## src/rtl/ssp_pkg.sv

```systemverilog
// Shared types and constants for the servo status packet receiver.
package ssp_pkg;

    localparam logic [7:0] HEADER_BYTE  = 8'hFF;
    localparam logic [7:0] BROADCAST_ID = 8'hFE;
    localparam logic [8:0] LEN_EXTRA    = 9'd2;

    localparam logic [7:0] EXPECTED_ID_RESET = 8'd1;
    localparam logic [7:0] PARAM_COUNT_RESET = 8'd0;
    localparam logic [7:0] HUNT_LIMIT_RESET  = 8'd10;

    typedef enum logic [1:0] {
        REG_EXPECTED_ID = 2'd0,
        REG_PARAM_COUNT = 2'd1,
        REG_HUNT_LIMIT  = 2'd2
    } reg_index_t;

    typedef enum logic [2:0] {
        PH_HUNT  = 3'd0,
        PH_ID    = 3'd1,
        PH_LEN   = 3'd2,
        PH_ERR   = 3'd3,
        PH_PARAM = 3'd4,
        PH_CSUM  = 3'd5
    } phase_t;

    typedef enum logic [2:0] {
        ST_OK      = 3'd0,
        ST_NOHEAD  = 3'd1,
        ST_BADID   = 3'd2,
        ST_BADLEN  = 3'd3,
        ST_BADSUM  = 3'd4,
        ST_TIMEOUT = 3'd5
    } status_t;

    typedef struct packed {
        logic [7:0] expected_id;
        logic [7:0] param_count;
        logic [7:0] hunt_limit;
    } cfg_t;

    typedef struct packed {
        logic       valid;
        logic       is_status;
        logic [7:0] data_byte;
        status_t    status_code;
        logic [7:0] servo_error;
        logic [7:0] responder_id;
    } result_t;

endpackage

```

## src/rtl/ssp_parser.sv

```systemverilog
// Packet parsing state machine: consumes one word per step and forms at most one result.
module ssp_parser
    import ssp_pkg::*;
(
    input  logic       clk,
    input  logic       rst_n,
    input  logic       step,
    input  logic       req_type,
    input  logic [7:0] rx_byte,
    input  cfg_t       cfg,
    output result_t    res
);

    phase_t     phase_reg, phase_next;
    logic [7:0] prev_reg, prev_next;
    logic [7:0] hunt_count_reg, hunt_count_next;
    logic [7:0] sum_reg, sum_next;
    logic [7:0] left_reg, left_next;
    logic [7:0] error_reg, error_next;
    logic [7:0] id_reg, id_next;
    logic       closing;

    // Result of the current word.
    always_comb
    begin
        res             = '0;
        res.status_code = ST_OK;

        if (req_type) begin
            res.valid        = 1'b1;
            res.is_status    = 1'b1;
            res.status_code  = ST_TIMEOUT;
            res.responder_id = id_reg;
        end else begin
            unique case (phase_reg)
                PH_ID:
                begin
                    if (cfg.expected_id != BROADCAST_ID && rx_byte != cfg.expected_id) begin
                        res.valid        = 1'b1;
                        res.is_status    = 1'b1;
                        res.status_code  = ST_BADID;
                        res.responder_id = rx_byte;
                    end
                end
                PH_LEN:
                begin
                    if ({1'b0, rx_byte} != {1'b0, cfg.param_count} + LEN_EXTRA) begin
                        res.valid        = 1'b1;
                        res.is_status    = 1'b1;
                        res.status_code  = ST_BADLEN;
                        res.responder_id = id_reg;
                    end
                end
                PH_ERR:
                begin
                end
                PH_PARAM:
                begin
                    res.valid        = 1'b1;
                    res.data_byte    = rx_byte;
                    res.responder_id = id_reg;
                end
                PH_CSUM:
                begin
                    res.valid        = 1'b1;
                    res.is_status    = 1'b1;
                    res.responder_id = id_reg;
                    if (~sum_reg == rx_byte) begin
                        res.status_code = ST_OK;
                        res.servo_error = error_reg;
                    end else begin
                        res.status_code = ST_BADSUM;
                    end
                end
                default:
                begin
                    // Header hunt; unused phase codes land here as well.
                    if (!(prev_reg == HEADER_BYTE && rx_byte == HEADER_BYTE) &&
                        hunt_count_reg >= cfg.hunt_limit) begin
                        res.valid        = 1'b1;
                        res.is_status    = 1'b1;
                        res.status_code  = ST_NOHEAD;
                        res.responder_id = id_reg;
                    end
                end
            endcase
        end
    end

    // Every status result ends the packet and restarts the hunt from clean state.
    assign closing = res.valid && res.is_status;

    // Next state.
    always_comb
    begin
        phase_next      = phase_reg;
        prev_next       = prev_reg;
        hunt_count_next = hunt_count_reg;
        sum_next        = sum_reg;
        left_next       = left_reg;
        error_next      = error_reg;
        id_next         = id_reg;

        if (closing) begin
            phase_next      = PH_HUNT;
            prev_next       = 8'd0;
            hunt_count_next = 8'd0;
            sum_next        = 8'd0;
            left_next       = 8'd0;
            error_next      = 8'd0;
            id_next         = 8'd0;
        end else if (!req_type) begin
            unique case (phase_reg)
                PH_ID:
                begin
                    id_next    = rx_byte;
                    sum_next   = rx_byte;
                    phase_next = PH_LEN;
                end
                PH_LEN:
                begin
                    sum_next   = sum_reg + rx_byte;
                    left_next  = cfg.param_count;
                    phase_next = PH_ERR;
                end
                PH_ERR:
                begin
                    error_next = rx_byte;
                    sum_next   = sum_reg + rx_byte;
                    phase_next = (left_reg == 8'd0) ? PH_CSUM : PH_PARAM;
                end
                PH_PARAM:
                begin
                    sum_next  = sum_reg + rx_byte;
                    left_next = left_reg - 8'd1;
                    if (left_reg == 8'd1) begin
                        phase_next = PH_CSUM;
                    end
                end
                PH_CSUM:
                begin
                end
                default:
                begin
                    if (prev_reg == HEADER_BYTE && rx_byte == HEADER_BYTE) begin
                        prev_next       = 8'd0;
                        hunt_count_next = 8'd0;
                        phase_next      = PH_ID;
                    end else begin
                        prev_next       = rx_byte;
                        hunt_count_next = hunt_count_reg + 8'd1;
                        phase_next      = PH_HUNT;
                    end
                end
            endcase
        end
    end

    always_ff @(posedge clk or negedge rst_n)
    begin
        if (!rst_n) begin
            phase_reg      <= PH_HUNT;
            prev_reg       <= 8'd0;
            hunt_count_reg <= 8'd0;
            sum_reg        <= 8'd0;
            left_reg       <= 8'd0;
            error_reg      <= 8'd0;
            id_reg         <= 8'd0;
        end else if (step) begin
            phase_reg      <= phase_next;
            prev_reg       <= prev_next;
            hunt_count_reg <= hunt_count_next;
            sum_reg        <= sum_next;
            left_reg       <= left_next;
            error_reg      <= error_next;
            id_reg         <= id_next;
        end
    end

endmodule

```

## src/rtl/ssp_out_reg.sv

```systemverilog
// Result register that holds one finished word until the consumer takes it.
module ssp_out_reg
    import ssp_pkg::*;
(
    input  logic    clk,
    input  logic    rst_n,
    input  logic    load,
    input  result_t res,
    input  logic    out_ready,
    output logic    out_valid,
    output result_t held
);

    logic    valid_reg;
    result_t data_reg;

    always_ff @(posedge clk or negedge rst_n)
    begin
        if (!rst_n) begin
            valid_reg <= 1'b0;
        end else if (load) begin
            valid_reg <= 1'b1;
        end else if (out_ready) begin
            valid_reg <= 1'b0;
        end
    end

    always_ff @(posedge clk)
    begin
        if (load) begin
            data_reg <= res;
        end
    end

    assign out_valid = valid_reg;
    assign held      = data_reg;

endmodule

```

## src/rtl/servo_status_packet_receiver.sv

```systemverilog
// Top level of the servo status packet receiver: input register, configuration and wiring.
//
// The receiver takes one word per cycle while its output is not held up: a received servo
// byte or a receive timeout. A word passes through an input register, the parsing state
// machine then handles it and any result lands in an output register, so the sustained rate
// is one word per clock while out_ready is high; results are presented from the output
// register. The input register keeps accepting while a finished result waits there; only
// when both are full does in_ready fall. The parser hunts for the 0xFF 0xFF header and gives
// up with status "no header" after hunt_limit+1 bytes that do not complete one. It checks
// the ID byte against expected_id (0xFE accepts any ID), requires a length of param_count+2,
// forwards each parameter byte as a data word (is_status low), and ends every packet,
// failure or timeout with exactly one status word. Status codes are 0 ok, 1 no header,
// 2 wrong id, 3 wrong length, 4 bad checksum and 5 timeout. The configuration registers are
// written through cfg_we, cfg_index and cfg_data and should only change while the block is
// idle.
module servo_status_packet_receiver
    import ssp_pkg::*;
(
    input  logic       clk,
    input  logic       rst_n,
    input  logic       cfg_we,
    input  logic [1:0] cfg_index,
    input  logic [7:0] cfg_data,
    input  logic       in_valid,
    output logic       in_ready,
    input  logic       req_type,
    input  logic [7:0] rx_byte,
    output logic       out_valid,
    input  logic       out_ready,
    output logic       is_status,
    output logic [7:0] data_byte,
    output logic [2:0] status_code,
    output logic [7:0] servo_error,
    output logic [7:0] responder_id
);

    cfg_t       cfg_reg;
    logic       in_valid_reg;
    logic       req_reg;
    logic [7:0] byte_reg;
    logic       step;
    result_t    res;
    result_t    held;

    // Configuration registers; a write to an index beyond the list is dropped.
    always_ff @(posedge clk or negedge rst_n)
    begin
        if (!rst_n) begin
            cfg_reg.expected_id <= EXPECTED_ID_RESET;
            cfg_reg.param_count <= PARAM_COUNT_RESET;
            cfg_reg.hunt_limit  <= HUNT_LIMIT_RESET;
        end else if (cfg_we) begin
            unique case (cfg_index)
                REG_EXPECTED_ID: cfg_reg.expected_id <= cfg_data;
                REG_PARAM_COUNT: cfg_reg.param_count <= cfg_data;
                REG_HUNT_LIMIT:  cfg_reg.hunt_limit  <= cfg_data;
                default:
                begin
                end
            endcase
        end
    end

    // The parser advances whenever a word is waiting and the output register can take a result.
    assign step     = in_valid_reg && (!out_valid || out_ready);
    assign in_ready = !in_valid_reg || step;

    always_ff @(posedge clk or negedge rst_n)
    begin
        if (!rst_n) begin
            in_valid_reg <= 1'b0;
        end else if (in_valid && in_ready) begin
            in_valid_reg <= 1'b1;
        end else if (step) begin
            in_valid_reg <= 1'b0;
        end
    end

    always_ff @(posedge clk)
    begin
        if (in_valid && in_ready) begin
            req_reg  <= req_type;
            byte_reg <= rx_byte;
        end
    end

    ssp_parser u_parser (
        .clk      (clk),
        .rst_n    (rst_n),
        .step     (step),
        .req_type (req_reg),
        .rx_byte  (byte_reg),
        .cfg      (cfg_reg),
        .res      (res)
    );

    ssp_out_reg u_out_reg (
        .clk       (clk),
        .rst_n     (rst_n),
        .load      (step && res.valid),
        .res       (res),
        .out_ready (out_ready),
        .out_valid (out_valid),
        .held      (held)
    );

    assign is_status    = held.is_status;
    assign data_byte    = held.data_byte;
    assign status_code  = held.status_code;
    assign servo_error  = held.servo_error;
    assign responder_id = held.responder_id;

    // A result formed by a step must be presented in the next cycle.
    a_result_lands: assert property (@(posedge clk) disable iff (!rst_n)
        step && res.valid |=> out_valid)
        else $error("result of a parser step was not loaded into the output register");

    // The parser must not advance while a result is stalled in the output register.
    a_no_overrun: assert property (@(posedge clk) disable iff (!rst_n)
        out_valid && !out_ready |-> !step)
        else $error("parser advanced while the output register was blocked");

    // A data word carries no status and no servo error.
    a_data_clean: assert property (@(posedge clk) disable iff (!rst_n)
        out_valid && !is_status |-> status_code == ST_OK && servo_error == 8'd0)
        else $error("data word carries status fields");

endmodule
```

## config.mk

```make
export PLATFORM = sky130hd
export DESIGN_NAME = servo_status_packet_receiver
export DESIGN_NICKNAME = d
export VERILOG_FILES = /design/src/rtl/ssp_pkg.sv /design/src/rtl/ssp_parser.sv /design/src/rtl/ssp_out_reg.sv /design/src/rtl/servo_status_packet_receiver.sv
export SDC_FILE = /design/constraint.sdc
export NUM_CORES = 1
export LEC_CHECK = 0
export BUFFER_PORTS_ARGS = -buffer_cell sky130_fd_sc_hd__buf_4
export CAP_MARGIN = 10
export CORE_AREA = 3 3 103 105
export CTS_BUF_LIST = sky130_fd_sc_hd__clkbuf_8
export DETAILED_ROUTE_END_ITERATION = 6
export DIE_AREA = 0 0 106 108
export PLACE_DENSITY = 0.89
export SYNTH_ARGS = -nofsm -noshare
export SYNTH_HDL_FRONTEND = slang
export SYNTH_SLANG_ARGS = --single-unit
```

## constraint.sdc

```tcl
create_clock -name clk -period 3.6 [get_ports clk]
set_input_delay 0.36 -clock clk [delete_from_list [all_inputs] [get_ports clk]]
set_output_delay 0.36 -clock clk [all_outputs]
set_load 0.02 [all_outputs]
```

# --- Word level (Yosys, flattened, before mapping) ---
# Cells that the tools add are included.
word_totals:
  word_cells: 127
  ff_bits: 114
  output_inout_bits: 30
op_classes:
  reduce_logical: 35
  bitwise_logic: 4
  mux: 46
  magnitude_cmp: 1
  eq_ne: 18
  n_addsub: 4
op_table:
  columns: ["operator", "count"]
  rows:
  - ["2-to-1 mux 8 bit", 22]
  - ["one-hot mux 8 bit (2 select lines)", 2]
  - ["one-hot mux 8 bit (4 select lines)", 1]
  - ["== test 8 bit, second input constant", 2]
  - ["one-hot mux 3 bit (5 select lines)", 1]
  - ["AND reduction 3 bit", 5]
  - ["2-to-1 mux 2 bit", 6]
  - ["2-to-1 mux 3 bit", 4]
  - ["one-hot mux 3 bit (4 select lines)", 1]
  - ["adder 8 x 2 -> 9 bit, second input constant", 1]
  - ["!= test 8 x 9 -> 1 bit", 1]
  - ["adder 8 x 1 -> 8 bit, second input constant", 1]
  - ["adder 8 bit", 1]
  - ["== test 8 x 1 -> 1 bit, second input constant", 1]
  - ["== test 8 bit", 1]
  - ["greater-or-equal comparator 8 bit", 1]
  - ["logical NOT 8 bit", 1]
  - ["!= test 8 bit", 1]
  - ["!= test 8 bit, second input constant", 1]
  - ["inverter 8 bit", 1]
  - ["one-hot mux 1 bit (4 select lines)", 2]
  - ["nonzero test 2 bit", 4]
  - ["subtractor 8 x 1 -> 8 bit, second input constant", 1]
  - ["logical AND 1 bit", 7]
  - ["other kinds (18)", 39]

# --- Depth between registers and ports, before layout ---
logic_depth:
  word_depth: 10
  mapped_depth: 10

# --- Modules after synthesis ---
# From an unflattened synthesis, not the netlist that was laid out.
hier_totals:
  cells_unflattened: 502
  hier_area_um2: 5830.6
by_module_without_submodules:
  columns: ["mod", "seq_area_each_um2", "area_per_inst_um2", "cells_each", "instances"]
  rows:
  - ["ssp_parser", 1276.2, 3673.5, 403, 1]
  - ["servo_status_packet_receiver", 899.6, 1249.9, 67, 1]
  - ["ssp_out_reg", 895.9, 907.1, 32, 1]

# --- Least setup slack after synthesis ---
# OpenSTA, ideal clock, no wires.
synth_path:
  path_kind: "register -> register"
  startpoint: "register byte_reg[1]"
  endpoint: "register u_out_reg.data_reg, in the netlist u_out_reg.held[0] (enable)"
  slack_ns: 0.347
  required_ns: 3.169
  t_arrival_ns: 2.821
  stages_incl_launch_ff: 8
  path_buffers: 1
  synth_period_minus_slack_ns: 3.253
  cell_sequence: "edfxtp_1 > buf_2 > nand4_1 > nor4_4 > or2_2 > nor2_1 > nor2_1 > a41oi_1"
synth_between:
  elab_chain_len: 8
  word_cells_on_any_way: 13
synth_lines:
  columns: ["item", "line_no", "text"]
  rows:
  - ["start, declared", "servo_status_packet_receiver.sv:40", "logic [7:0] byte_reg;"]
  - ["start signal, assigned", "servo_status_packet_receiver.sv:83", "byte_reg <= rx_byte;"]
  - ["== test 8 bit", "ssp_parser.sv:78", "if (!(prev_reg == HEADER_BYTE && rx_byte == HEADER_BYTE) &&"]
  - ["logical AND 1 bit", "ssp_parser.sv:78", null]
  - ["logical NOT 1 bit", "ssp_parser.sv:78", null]
  - ["logical AND 1 bit", "ssp_parser.sv:78", null]
  - ["2-to-1 mux 2 bit", "ssp_parser.sv:78", null]
  - ["one-hot mux 1 bit (4 select lines) *", "ssp_parser.sv:35", "unique case (phase_reg)"]
  - ["2-to-1 mux 2 bit *", "ssp_parser.sv:29", "if (req_type) begin"]
  - ["logical AND 1 bit *", "servo_status_packet_receiver.sv:100", ".load (step && res.valid),"]
  - ["net u_out_reg.load", "ssp_out_reg.sv:7", "input logic load,"]
  - ["end signal, assigned", "ssp_out_reg.sv:31", "data_reg <= res;"]
  - ["end, declared", "ssp_out_reg.sv:15", "result_t data_reg;"]
# Mark *: on every way through the listed nets, which the timed path passes. The rest lies on a longest branch.
# A chain may end at the register's enable or synchronous reset.

==> impl_results.md <==
- Chip height: 108 µm
- Synthesized area: 5780 µm²
- Post-Route Utilization: 0.688
- Post-Synthesis Cells: 521
- Tot Pwr: 3.52 mW
- RSZ-0062 raised after global routing: no
- CTS tree: yes
- FF-to-FF path depth: 9
- CP endpoint kind: flip-flop
- Fmax: around 340 MHz
- GR Layer Usage met3: 0.0585
- Die footprint: 11400 µm²
- Status: finished, final reports clean
- Register area: 3040 µm²
- WP data required: 3.98 ns
- Hpwl dp: between 9 and 10 mm
- Crit start category: flip-flop
- Post-synth top area share: 0.321
- Max cap viols: 0
- TNS Setup: 0 ns
- CTS Sinks: 114
- IO Pins: 54
- Initial Utilization: 0.594
- Asr flop ratio synth: 0.675
- Sequential area share after synthesis: 0.527
- Number of DRC markers in iteration 0: 307
- Syn Nets: 565
- Initial antenna violation count: 0
- Syn Area/Cell: 11.1 µm²
- H-Tree Depth: 4
- Final setup fails: 0
- Number of global-route vias before repair: between 4000 and 5000
- Worst r2r src: u_parser.hunt_count_reg[5]
- PwrDens: 526 nW/µm²
- CP arrival: 3.32 ns
- Number of inserted diodes: 0
- Post_cts resized: 0
- Drt drc: 0
- Hold/Removal Path Class: input port to async pin
- Site Rows: 36
- Max Root-Sink Buffers: 2
- Final min period: 2.94 ns
- Distinct cells, synth: 59
- Core box area: roughly 9700 µm²
- Fraction of layout cells with a size suffix above 1: 0.229
- # fillers: just over 700
- Post-synth EDFFs: 37
- Syn-to-layout area delta: 16.0%
- Post-Route WL: approximately 13 mm
- Wire per inst: 18.0 µm
- Routed Antenna Nets: 0
- Skew final: a little under 0.01 ns
- Peak supply drop: 0.000247 V
- Largest net degree at the start of global routing: 78
- Number of flip-flops in the largest register: 28
- Area leader, netlist: dfrtp_1
- Worst-Skew Late Latency: 0.45 ns
- Clock root buffer: clkbuf_8
- GRT Total Usage: 0.242
- Worst reg-to-reg setup slack: 0.66 ns
- Hold-fix buffers, CTS: 0
- Crit path max fanout: 9
- Routed via count: 4383
- R2r endpoint: u_parser.error_reg[7]
- GR Layer Usage met2: 0.388
- Routed vias/inst: 6.06
- WS Path Type: flip-flop to flip-flop
- TritonCTS Buffers: 17
- Port bufs: 53
- First-pass GRT wire length: 21.3 mm
- Worst-Margin Slew: 0.971 ns
- Yosys synthesis warning count: 0
- Final slew viol count: 0
- Die width: 106 µm
- Synth top area cells: dfrtp_1 32%, edfxtp_1 19%, mux2_2 4.7%
- Most used routing layer in global routing: met2
- Leakage power: 2.92 nW
- Max_slew headroom: 0.353
- FF+latch count, synth: ~110
- Hold Fails Final Rpt: 0
- RePlAce Congestion: 0.928
- Multi-input gate area in the final layout: 2540 µm²
- Worst-path clk slew: 0.08 ns
- Nets: 621
- GRT Residual Overflow: 0
- # Post-CTS Setup Buffers: 0
- Met1 Usage GRT: 0.317
- Detailed Routing Iterations Pass 1: 7
- Final period util: 0.816
- Top FF cell, synth: dfrtp_1
cell type report:
type	instances	area share
clock buffer	17	0.0349
clock inverter	15	0.0269
inverter	24	0.0135
multi-input combinational	360	0.379
sequential	114	0.454
tap	133	0.0248
timing repair buffer	60	0.0669
layout by cell type (no fill, tap or decap), types with 7 or more instances in the layout:
master / count
xnor2_1: 20
nand2_1: 51
a22o_1: 17
dfrtp_1: 74
a21oi_1: 17
o21ai_0: 28
ha_1: 19
nor3_1: 9
buf_4: 59
edfxtp_1: 37
o2bb2ai_1: 14
o31ai_1: 13
mux2_2: 24
nand3_1: 11
inv_1: 23
a211oi_1: 9
nand4_1: 12
nor2_1: 32
and2_1: 10
a21o_1: 7
clkbuf_8: 17
synth_stat cells (all sizes together), types with 9 or more instances:
library cell and count:
a211oi 9, nor2 33, a21oi 17, dfrtp 74, mux2 24, nand2 51, edfxtp 37, buf 9
inv 24, clkbuf 14, nor3 12, o31ai 14, a22o 17, and2 10, o21ai 31, nand4 13
ha 19, nand3 11, o2bb2ai 14, xnor2 20
power breakdown:
group	switching, mW	internal [mW]
Sequential	0.152	1.49
Combinational	0.341	0.269
Clock	0.579	0.689
Total	1.07	2.45
cells by family (layout without fill, tap and decap cells):
group / count (synthesis) / in the layout / synth area share
compound gates: 124 / 124 / 0.152
xor+xnor: 26 / 26 / 0.0394
mux: 28 / 28 / 0.0537
simple gates: 162 / 162 / 0.147
fa+ha+maj: 20 / 20 / 0.0446
flops: 114 / 114 / 0.527
buf+inv: 47 / 116 / 0.0362
critical path, cell delays in order, from the launching register on:
cell	delay, ns
dfrtp_1	0.44
ha_1	0.31
a211oi_1	0.28
nor2_1	0.08
a211oi_1	0.37
o21ai_2	0.19
nor3_4	0.45
inv_2	0.17
nor3_4	0.37
a22o_1	0.21
worst max-delay path by stage:
stage,end,cells past startpoint,from,slack [ns]
floorplan,u_out_reg.held[0],7,byte_reg[1],0.35
global placement,u_parser.error_reg[4],10,cfg_reg[1],0.85
detailed placement,u_parser.error_reg[6],10,cfg_reg[1],0.72
CTS,u_parser.sum_reg[7],8,byte_reg[1],0.71
global route,u_parser.sum_reg[7],8,byte_reg[1],0.45
finish,u_parser.error_reg[7],9,u_parser.hunt_count_reg[5],0.66
layer usage:
metal / part of all wire / up-vias
li1: - / 2026
met1: 0.42 / 2098
met2: 0.48 / 221
met3: 0.074 / 38
met4: 0.032 / 0
met5: 0 / -
stage by stage:
step                hold slack, ns  setup WS, ns  cells  instance area (µm²)
finish                      0.0599         0.661    723                 6700
global route                0.0662         0.451    723                 6700
CTS                         0.0753         0.713    722                 6690
detailed placement           0.469         0.719    690                 6280
global placement             0.462         0.847    690                 6280
floorplan                   0.0644         0.347    521                 5780
Power figures use the tool's default switching activity.
